==> src/rtl/orbw_pkg.sv <==
package orbw_pkg;

  localparam int CAPACITY   = 64;
  localparam int DATA_WIDTH = 32;
  localparam int PTR_W      = (CAPACITY > 1) ? $clog2(CAPACITY) : 1;
  localparam int CNT_W      = 7;
  localparam int LEN_W      = 7;
  localparam int RES_W      = 32;
  localparam int OQ_DEPTH   = 4;
  localparam int OQ_PTR_W   = 2;
  localparam int OQ_CNT_W   = 3;

  typedef enum logic [1:0] {
    CMD_WRITE  = 2'd0,
    CMD_READ   = 2'd1,
    CMD_WINDOW = 2'd2,
    CMD_NOP    = 2'd3
  } cmd_t;

  typedef enum logic {
    ST_IDLE,
    ST_WINDOW
  } seq_state_t;

  typedef struct packed {
    logic [RES_W-1:0] rdata;
    logic             valid_res;
    logic             last;
    logic             dropped_oldest;
    logic [CNT_W-1:0] fill_count;
  } result_t;

  typedef struct packed {
    logic                  we;
    logic [PTR_W-1:0]      addr;
    logic [DATA_WIDTH-1:0] wdata;
  } ram_req_t;

  function automatic logic [PTR_W-1:0] ptr_inc(input logic [PTR_W-1:0] p);
    if (p == PTR_W'(CAPACITY - 1)) begin
      return '0;
    end
    return p + PTR_W'(1);
  endfunction

endpackage

==> src/rtl/overwriting_ring_buffer_window_core.sv <==
// Overwriting ring buffer of 64 words with a window snapshot. Each request on
// the slave side carries a command in s_tuser: write (store a word; when the
// buffer is full the oldest word is dropped and the response says so), read
// (pop the oldest word, or an empty response), window (stream the oldest
// min(window_len, fill) words without removing them, tlast on the final one;
// a zero-length window gives one empty response with tlast). Every request
// yields at least one response, and every response carries the fill count
// after the request. A window of n words holds the slave side until its last word
// is issued, one word per cycle while the output queue has room, paced by the
// single port of the word memory. Each response passes through the registered
// memory read stage and then the output queue. A four-entry output queue
// decouples the master side; when it backs up, s_tready and the window stream
// hold until there is room. No clearing pass is needed after reset: a word is
// only read after it has been written.
module overwriting_ring_buffer_window_core import orbw_pkg::*; (
  input  logic        clk,
  input  logic        rst,
  input  logic        s_tvalid,
  output logic        s_tready,
  input  logic [39:0] s_tdata,   // [31:0] wdata, [38:32] window_len, [39] zero
  input  logic [1:0]  s_tuser,   // [1:0] cmd
  output logic        m_tvalid,
  input  logic        m_tready,
  output logic [39:0] m_tdata,   // [31:0] rdata, [32] dropped_oldest, [39:33] fill_count
  output logic [0:0]  m_tuser,   // [0] valid_res
  output logic        m_tlast    // last
);

  ram_req_t              ram_req;
  logic [DATA_WIDTH-1:0] ram_q;
  logic                  push;
  result_t               push_res;
  result_t               out_res;
  logic [OQ_CNT_W-1:0]   oq_count;

  // Command sequencer: pointers, fill count and window walk.
  orbw_seq u_seq (
    .clk        (clk),
    .rst        (rst),
    .in_valid   (s_tvalid),
    .in_ready   (s_tready),
    .cmd        (s_tuser),
    .wdata      (s_tdata[31:0]),
    .window_len (s_tdata[38:32]),
    .oq_count   (oq_count),
    .ram_req    (ram_req),
    .ram_q      (ram_q),
    .push       (push),
    .push_res   (push_res)
  );

  // Word store; contents undefined until written.
  orbw_ram #(
    .DEPTH  (CAPACITY),
    .WIDTH  (DATA_WIDTH),
    .ADDR_W (PTR_W)
  ) u_ram (
    .clk   (clk),
    .we    (ram_req.we),
    .addr  (ram_req.addr),
    .wdata (ram_req.wdata),
    .rdata (ram_q)
  );

  // Output queue; hold responses while the master side stalls.
  orbw_outq u_outq (
    .clk       (clk),
    .rst       (rst),
    .push      (push),
    .push_res  (push_res),
    .out_valid (m_tvalid),
    .out_ready (m_tready),
    .out_res   (out_res),
    .count     (oq_count)
  );

  assign m_tdata = {out_res.fill_count, out_res.dropped_oldest, out_res.rdata};
  assign m_tuser = out_res.valid_res;
  assign m_tlast = out_res.last;

endmodule

==> src/rtl/orbw_ram.sv <==
module orbw_ram #(
  parameter int DEPTH  = 64,
  parameter int WIDTH  = 32,
  parameter int ADDR_W = 6
) (
  input  logic              clk,
  input  logic              we,
  input  logic [ADDR_W-1:0] addr,
  input  logic [WIDTH-1:0]  wdata,
  output logic [WIDTH-1:0]  rdata
);

  logic [WIDTH-1:0] mem [DEPTH];

  // Single port; read data registered.
  always_ff @(posedge clk) begin
    if (we) begin
      mem[addr] <= wdata;
    end
    rdata <= mem[addr];
  end

endmodule

==> src/rtl/orbw_seq.sv <==
module orbw_seq import orbw_pkg::*; (
  input  logic                  clk,
  input  logic                  rst,
  input  logic                  in_valid,
  output logic                  in_ready,
  input  logic [1:0]            cmd,
  input  logic [RES_W-1:0]      wdata,
  input  logic [LEN_W-1:0]      window_len,
  input  logic [OQ_CNT_W-1:0]   oq_count,
  output ram_req_t              ram_req,
  input  logic [DATA_WIDTH-1:0] ram_q,
  output logic                  push,
  output result_t               push_res
);

  seq_state_t       state, state_next;
  logic [PTR_W-1:0] read_ptr, read_ptr_next;
  logic [PTR_W-1:0] write_ptr, write_ptr_next;
  logic [CNT_W-1:0] fill, fill_next;
  logic [PTR_W-1:0] win_ptr, win_ptr_next;
  logic [CNT_W-1:0] win_left, win_left_next;

  logic             stage_valid;
  logic             stage_use_ram;
  result_t          stage_res;

  logic             issue;
  logic             issue_use_ram;
  result_t          issue_res;
  logic             credit;
  logic [CNT_W-1:0] win_n;

  // Room for one more result counting the one already in the read stage.
  assign credit = (oq_count + OQ_CNT_W'(stage_valid)) < OQ_CNT_W'(OQ_DEPTH);
  assign win_n  = (window_len < fill) ? window_len : fill;

  always_comb begin
    state_next     = state;
    read_ptr_next  = read_ptr;
    write_ptr_next = write_ptr;
    fill_next      = fill;
    win_ptr_next   = win_ptr;
    win_left_next  = win_left;
    in_ready       = (state == ST_IDLE) && credit;
    issue          = 1'b0;
    issue_use_ram  = 1'b0;
    issue_res      = '0;
    ram_req.we     = 1'b0;
    ram_req.addr   = read_ptr;
    ram_req.wdata  = wdata[DATA_WIDTH-1:0];

    case (state)
      ST_IDLE: begin
        if (in_valid && in_ready) begin
          issue                = 1'b1;
          issue_res.last       = 1'b1;
          issue_res.fill_count = fill;
          case (cmd_t'(cmd))
            CMD_WRITE: begin
              ram_req.we     = 1'b1;
              ram_req.addr   = write_ptr;
              write_ptr_next = ptr_inc(write_ptr);
              if (fill == CNT_W'(CAPACITY)) begin
                read_ptr_next            = ptr_inc(read_ptr);
                issue_res.dropped_oldest = 1'b1;
              end else begin
                fill_next            = fill + CNT_W'(1);
                issue_res.fill_count = fill + CNT_W'(1);
              end
            end
            CMD_READ: begin
              if (fill != '0) begin
                issue_use_ram        = 1'b1;
                issue_res.valid_res  = 1'b1;
                read_ptr_next        = ptr_inc(read_ptr);
                fill_next            = fill - CNT_W'(1);
                issue_res.fill_count = fill - CNT_W'(1);
              end
            end
            CMD_WINDOW: begin
              if (win_n != '0) begin
                issue_use_ram       = 1'b1;
                issue_res.valid_res = 1'b1;
                issue_res.last      = (win_n == CNT_W'(1));
                win_ptr_next        = ptr_inc(read_ptr);
                win_left_next       = win_n - CNT_W'(1);
                if (win_n != CNT_W'(1)) begin
                  state_next = ST_WINDOW;
                end
              end
            end
            default: begin
            end
          endcase
        end
      end
      ST_WINDOW: begin
        if (credit) begin
          issue                = 1'b1;
          issue_use_ram        = 1'b1;
          ram_req.addr         = win_ptr;
          issue_res.valid_res  = 1'b1;
          issue_res.last       = (win_left == CNT_W'(1));
          issue_res.fill_count = fill;
          win_ptr_next         = ptr_inc(win_ptr);
          win_left_next        = win_left - CNT_W'(1);
          if (win_left == CNT_W'(1)) begin
            state_next = ST_IDLE;
          end
        end
      end
      default: begin
        state_next = ST_IDLE;
      end
    endcase
  end

  always_ff @(posedge clk) begin
    if (rst) begin
      state       <= ST_IDLE;
      read_ptr    <= '0;
      write_ptr   <= '0;
      fill        <= '0;
      win_ptr     <= '0;
      win_left    <= '0;
      stage_valid <= 1'b0;
    end else begin
      state       <= state_next;
      read_ptr    <= read_ptr_next;
      write_ptr   <= write_ptr_next;
      fill        <= fill_next;
      win_ptr     <= win_ptr_next;
      win_left    <= win_left_next;
      stage_valid <= issue;
    end
  end

  always_ff @(posedge clk) begin
    stage_use_ram <= issue_use_ram;
    stage_res     <= issue_res;
  end

  // Merge memory read data into the staged result.
  always_comb begin
    push_res = stage_res;
    if (stage_use_ram) begin
      push_res.rdata = RES_W'(ram_q);
    end
  end
  assign push = stage_valid;

endmodule

==> src/rtl/orbw_outq.sv <==
module orbw_outq import orbw_pkg::*; (
  input  logic                clk,
  input  logic                rst,
  input  logic                push,
  input  result_t             push_res,
  output logic                out_valid,
  input  logic                out_ready,
  output result_t             out_res,
  output logic [OQ_CNT_W-1:0] count
);

  result_t              slots [OQ_DEPTH];
  logic [OQ_PTR_W-1:0]  wr_ptr;
  logic [OQ_PTR_W-1:0]  rd_ptr;
  logic                 pop;

  assign out_valid = (count != '0);
  assign out_res   = slots[rd_ptr];
  assign pop       = out_valid && out_ready;

  always_ff @(posedge clk) begin
    if (rst) begin
      wr_ptr <= '0;
      rd_ptr <= '0;
      count  <= '0;
    end else begin
      if (push) begin
        wr_ptr <= wr_ptr + OQ_PTR_W'(1);
      end
      if (pop) begin
        rd_ptr <= rd_ptr + OQ_PTR_W'(1);
      end
      count <= count + OQ_CNT_W'(push) - OQ_CNT_W'(pop);
    end
  end

  always_ff @(posedge clk) begin
    if (push) begin
      slots[wr_ptr] <= push_res;
    end
  end

endmodule
==> config.mk <==
export PLATFORM = sky130hd
export DESIGN_NAME = overwriting_ring_buffer_window_core
export DESIGN_NICKNAME = d
export VERILOG_FILES = /design/src/rtl/orbw_pkg.sv /design/src/rtl/overwriting_ring_buffer_window_core.sv /design/src/rtl/orbw_ram.sv /design/src/rtl/orbw_seq.sv /design/src/rtl/orbw_outq.sv
export SDC_FILE = /design/constraint.sdc
export NUM_CORES = 2
export LEC_CHECK = 0
export ABC_AREA = 1
export BUFFER_PORTS_ARGS = -buffer_cell sky130_fd_sc_hd__buf_2
export CORE_AREA = 2 2 448 450
export CTS_CLUSTER_DIAMETER = 60
export DETAILED_ROUTE_END_ITERATION = 6
export DIE_AREA = 0 0 450 452
export PLACE_DENSITY = 0.59
export SLEW_MARGIN = 20
export SYNTH_ARGS = -nofsm -noshare
export SYNTH_HDL_FRONTEND = slang
export SYNTH_SLANG_ARGS = --single-unit
==> constraint.sdc <==
create_clock -name clk -period 4.9 [get_ports clk]
set_input_delay 0.735 -clock clk [delete_from_list [all_inputs] [get_ports clk]]
set_output_delay 0.735 -clock clk [all_outputs]
set_load 0.05 [all_outputs]
==> flow_metrics.py <==
metrics = {
    "worst_hold_path": {
        "whs_path_depth": 4,
        "hold_class": "in -> reg",
    },
    "power": {
        "p_clk_frac": 0.354,
        "netSwitchingFraction": 0.300,
        "p_int_mw": 33.7,
        "p_leak_nw": 42.2,
        "power_density_nw_per_um2": 451,
        "pwr-share-seq": 0.461,
        "combPwrFrac": 0.185,
        "switchingPower_mw": 14.5,
        "ir_drop_v": 0.000410,
    },
    "floorplanning": {
        "dieHeight_um": 452,
        "dieArea_sq_um": 203000,
        "die_w_um": 450,
        "coreArea_sq_um": 199000,
        "rows": 164,
        "io_pins": 90,
        "start_util": 0.477,
    },
    "clocking": {
        "insertion_delay_ps": 880,
        "clock_path_buffers": 3,
        "cts_inserted_buffers": 230,
        "post_cts_resize_count": 0,
        "clk_pin_slew_worst_paths_ps": 60,
        "h-tree-depth": 4,
        "cts_tree": "built",
        "postCtsSetupBuffers": 0,
        "holdBufCountCts": 0,
        "cts_root_buffer": "clkbuf_16",
        "clkSinkCount": 2301,
    },
    "sta": {
        "setup_viol": 0,
        "finalCriticalPeriod_ps": 4310,
        "finalCritPeriodShare": 0.879,
        "fmax_mhz": 232,
        "maxSlewViolCount": 0,
        "fin_setup_tns_ps": 0,
        "holdWs_ps": 288,
        "worst_slew_pin_slew_ps": 1060,
        "relSlewSlack": 0.295,
        "final-hold-violation-count": 0,
        "skew_ps": 20.1,
        "rsz0062_at_grt": "no",
    },
    "global_route": {
        "antenna_found_initial": 15,
        "grt_pass1_vias": 58994,
        "overflow": 0,
        "grt_usage": 0.243,
        "grt_pass1_wl_mm": 374,
        "grt_max_degree": 168,
    },
    "cells_and_area": {
        "area_growth_pct": 12.8,
        "fillers": 16936,
        "fin_util": 0.538,
        "nets": 8833,
        "drive_above_1_share": 0.0828,
        "final_cells": 11625,
    },
    "detailed_routing": {
        "firstDrtPassIters": 5,
        "initialDrtViolationCount": 6047,
        "remaining_drc_errors": 0,
        "routed_wl_mm": 250,
        "final_antenna_net_count": 0,
        "vias_per_cell": 5.38,
        "wl_per_cell_um": 21.5,
        "dr_total_vias": 62510,
    },
    "synth": {
        "synthDistinctLibCells": 39,
        "synthAdderAreaFrac": 0.00343,
        "synth_top_area_frac": 0.702,
        "ys.flop_type": "edfxtp_1",
        "synth-xor-area-share": 0.00129,
        "synth.area.mux_share": 0,
        "synth_top_family_by_area": "simple AND/OR/NAND/NOR gates",
        "synth-simple-area-share": 0.220,
        "synth_area_leaders": "edfxtp_1, nand2_1, nand3_1, dfxtp_1, buf_2",
        "postSynthNetCount": 8773,
        "yosys_register_bits": 2301,
        "synth_edf_count": 2216,
        "synth_cells": 8701,
        "yosys_warnings": 0,
        "synth_largest_area_cell": "edfxtp_1",
        "seq_area_frac_synth": 0.720,
        "postSynthAreaPerCell_sq_um": 10.9,
        "ys_async_sr_fraction": 0,
        "synth_compound_area_frac": 0.0270,
        "synthesis.area_sq_um": 94800,
    },
    "critical_path": {
        "end_kind": "flop",
        "cp_max_fo": 32,
        "criticalPathCategory": "reg -> reg",
        "reg2reg_depth": 14,
        "cp.required_ps": 5430,
        "start_kind": "flop",
        "crit_arrival_ps": 4840,
    },
    "place": {
        "dp_hpwl_mm": 136,
        "gp_congestion": 0.803,
        "place_inst": 11185,
        "io_buffers": 88,
    },
    "outcome": {
        "status": "finished, final reports clean",
    },
    "job": {
        "timing.max_cap.violations": 0,
    },
}
[sequential cells by signal, summed over array words and instances (netlist names), named ones only]
| name | flops |
|---|---|
| u_seq.push | 1 |
| u_seq.write_ptr | 6 |
| u_outq.rd_ptr | 2 |
| u_outq.slots | 168 |
| u_seq.win_ptr | 6 |
| u_ram.rdata | 32 |
| u_ram.mem | 2048 |
| u_outq.count | 3 |
| u_seq.state | 1 |
| u_seq.win_left | 7 |
| u_seq.read_ptr | 6 |
| u_outq.wr_ptr | 2 |
| u_seq.push_res | 10 |
| u_seq.fill | 7 |
[worst paths after layout]
kind	start	endpoint	slack [ps]
hold / removal	m_tready	flop	290
setup / recovery	u_seq.push	u_ram.mem[17][14]	590
hold reg to reg	u_outq.rd_ptr[1]	u_outq.rd_ptr[1]	470
setup reg to reg	u_seq.push	u_ram.mem[17][14]	590
[routing by layer]
metal	global-route usage	part of all wire	vias up
li1	-	-	29601
met1	0.341	0.44	30598
met2	0.398	0.48	1948
met3	0.0329	0.062	359
met4	0.0683	0.024	4
met5	0	0.00013	-
[per-stage QoR]
step	setup slack (ps)	total power [mW]	cell area, sq um
after floorplan	744	28.2	94800
final	593	48.2	107000
after global routing	400	50.2	107000
after CTS	622	48.5	107000
after detailed placement	273	31.5	99600
after global placement	360	31.4	99600
[logic make-up (layout without fill, tap and decap cells)]
logic type,count (synthesis),in the layout
adders and majority gates,26,26
xor gates and xnor gates,14,14
AOI/OAI and AO/OA,488,488
other,0,7
DFF,2301,2301
and+or+nand+nor,5270,5270
buffers and inverters,602,863
[power groups by stage]
stage          logic [mW]  clock network [mW]  registers, mW
4_1_cts              8.92                17.3           22.2
3_3_place_gp         8.79                   0           22.6
2_1_floorplan        5.71                   0           22.4
3_5_place_dp         8.89                   0           22.6
5_1_grt              9.83                18.1           22.2
6_report             8.91                17.1           22.2
[critical path: stages, from the launching register on]
cell and delay (ps):
dfxtp_1 360, ha_1 210, ha_1 180, inv_1 50, nand2_1 70, nand2_4 210, nand4_4 240, nand2_1 150
a31oi_1 200, inv_1 130, nand2_1 140, nor2_4 820, inv_1 610, nor2_4 250, buf_12 280
[layout by cell type (no fill, tap or decap), types with 46 or more instances in the layout]
cell type  Yosys  final
clkbuf_1     176     62
clkbuf_16      0    232
clkinv_1       3     55
o21ai_0      154    154
nand3_1      806    806
nand2_1     4173   4173
inv_1         98     93
dfxtp_1       85     84
buf_2        283     74
nor2_4         0     71
buf_12         0     73
o21ai_1      228    228
nor2_1       259    190
o22ai_1       46     46
buf_4          7    173
edfxtp_1    2216   2216
[cell usage after synthesis, types with 3 or more instances]
master	count
nand3_1	806
buf_1	24
nand4_1	5
nand2_1	4173
clkbuf_1	176
a31oi_1	4
inv_1	98
dfxtp_1	85
o21ai_1	228
edfxtp_1	2216
o22ai_1	46
nor2_1	259
clkinv_1	3
nand3b_1	4
a21oi_1	45
inv_2	9
ha_1	26
o221ai_1	3
buf_4	7
nand2_2	3
nor3_1	8
buf_2	283
nor2_2	5
xor2_1	11
o21ai_0	154
xnor2_1	3
[final cells by class]
| class | count | area [sq um] | share of cell area |
|---|---|---|---|
| Antenna cell | 7 | 17.5 | 0.000164 |
| Clock buffer | 307 | 6220 | 0.0581 |
| Clock inverter | 126 | 1100 | 0.0103 |
| Inverter | 110 | 428 | 0.00400 |
| Multi-Input combinational cell | 5798 | 24500 | 0.229 |
| Sequential cell | 2301 | 68200 | 0.638 |
| Tap cell | 2656 | 3320 | 0.0311 |
| Timing Repair Buffer | 320 | 3130 | 0.0293 |
Power figures use the tool's default switching activity.
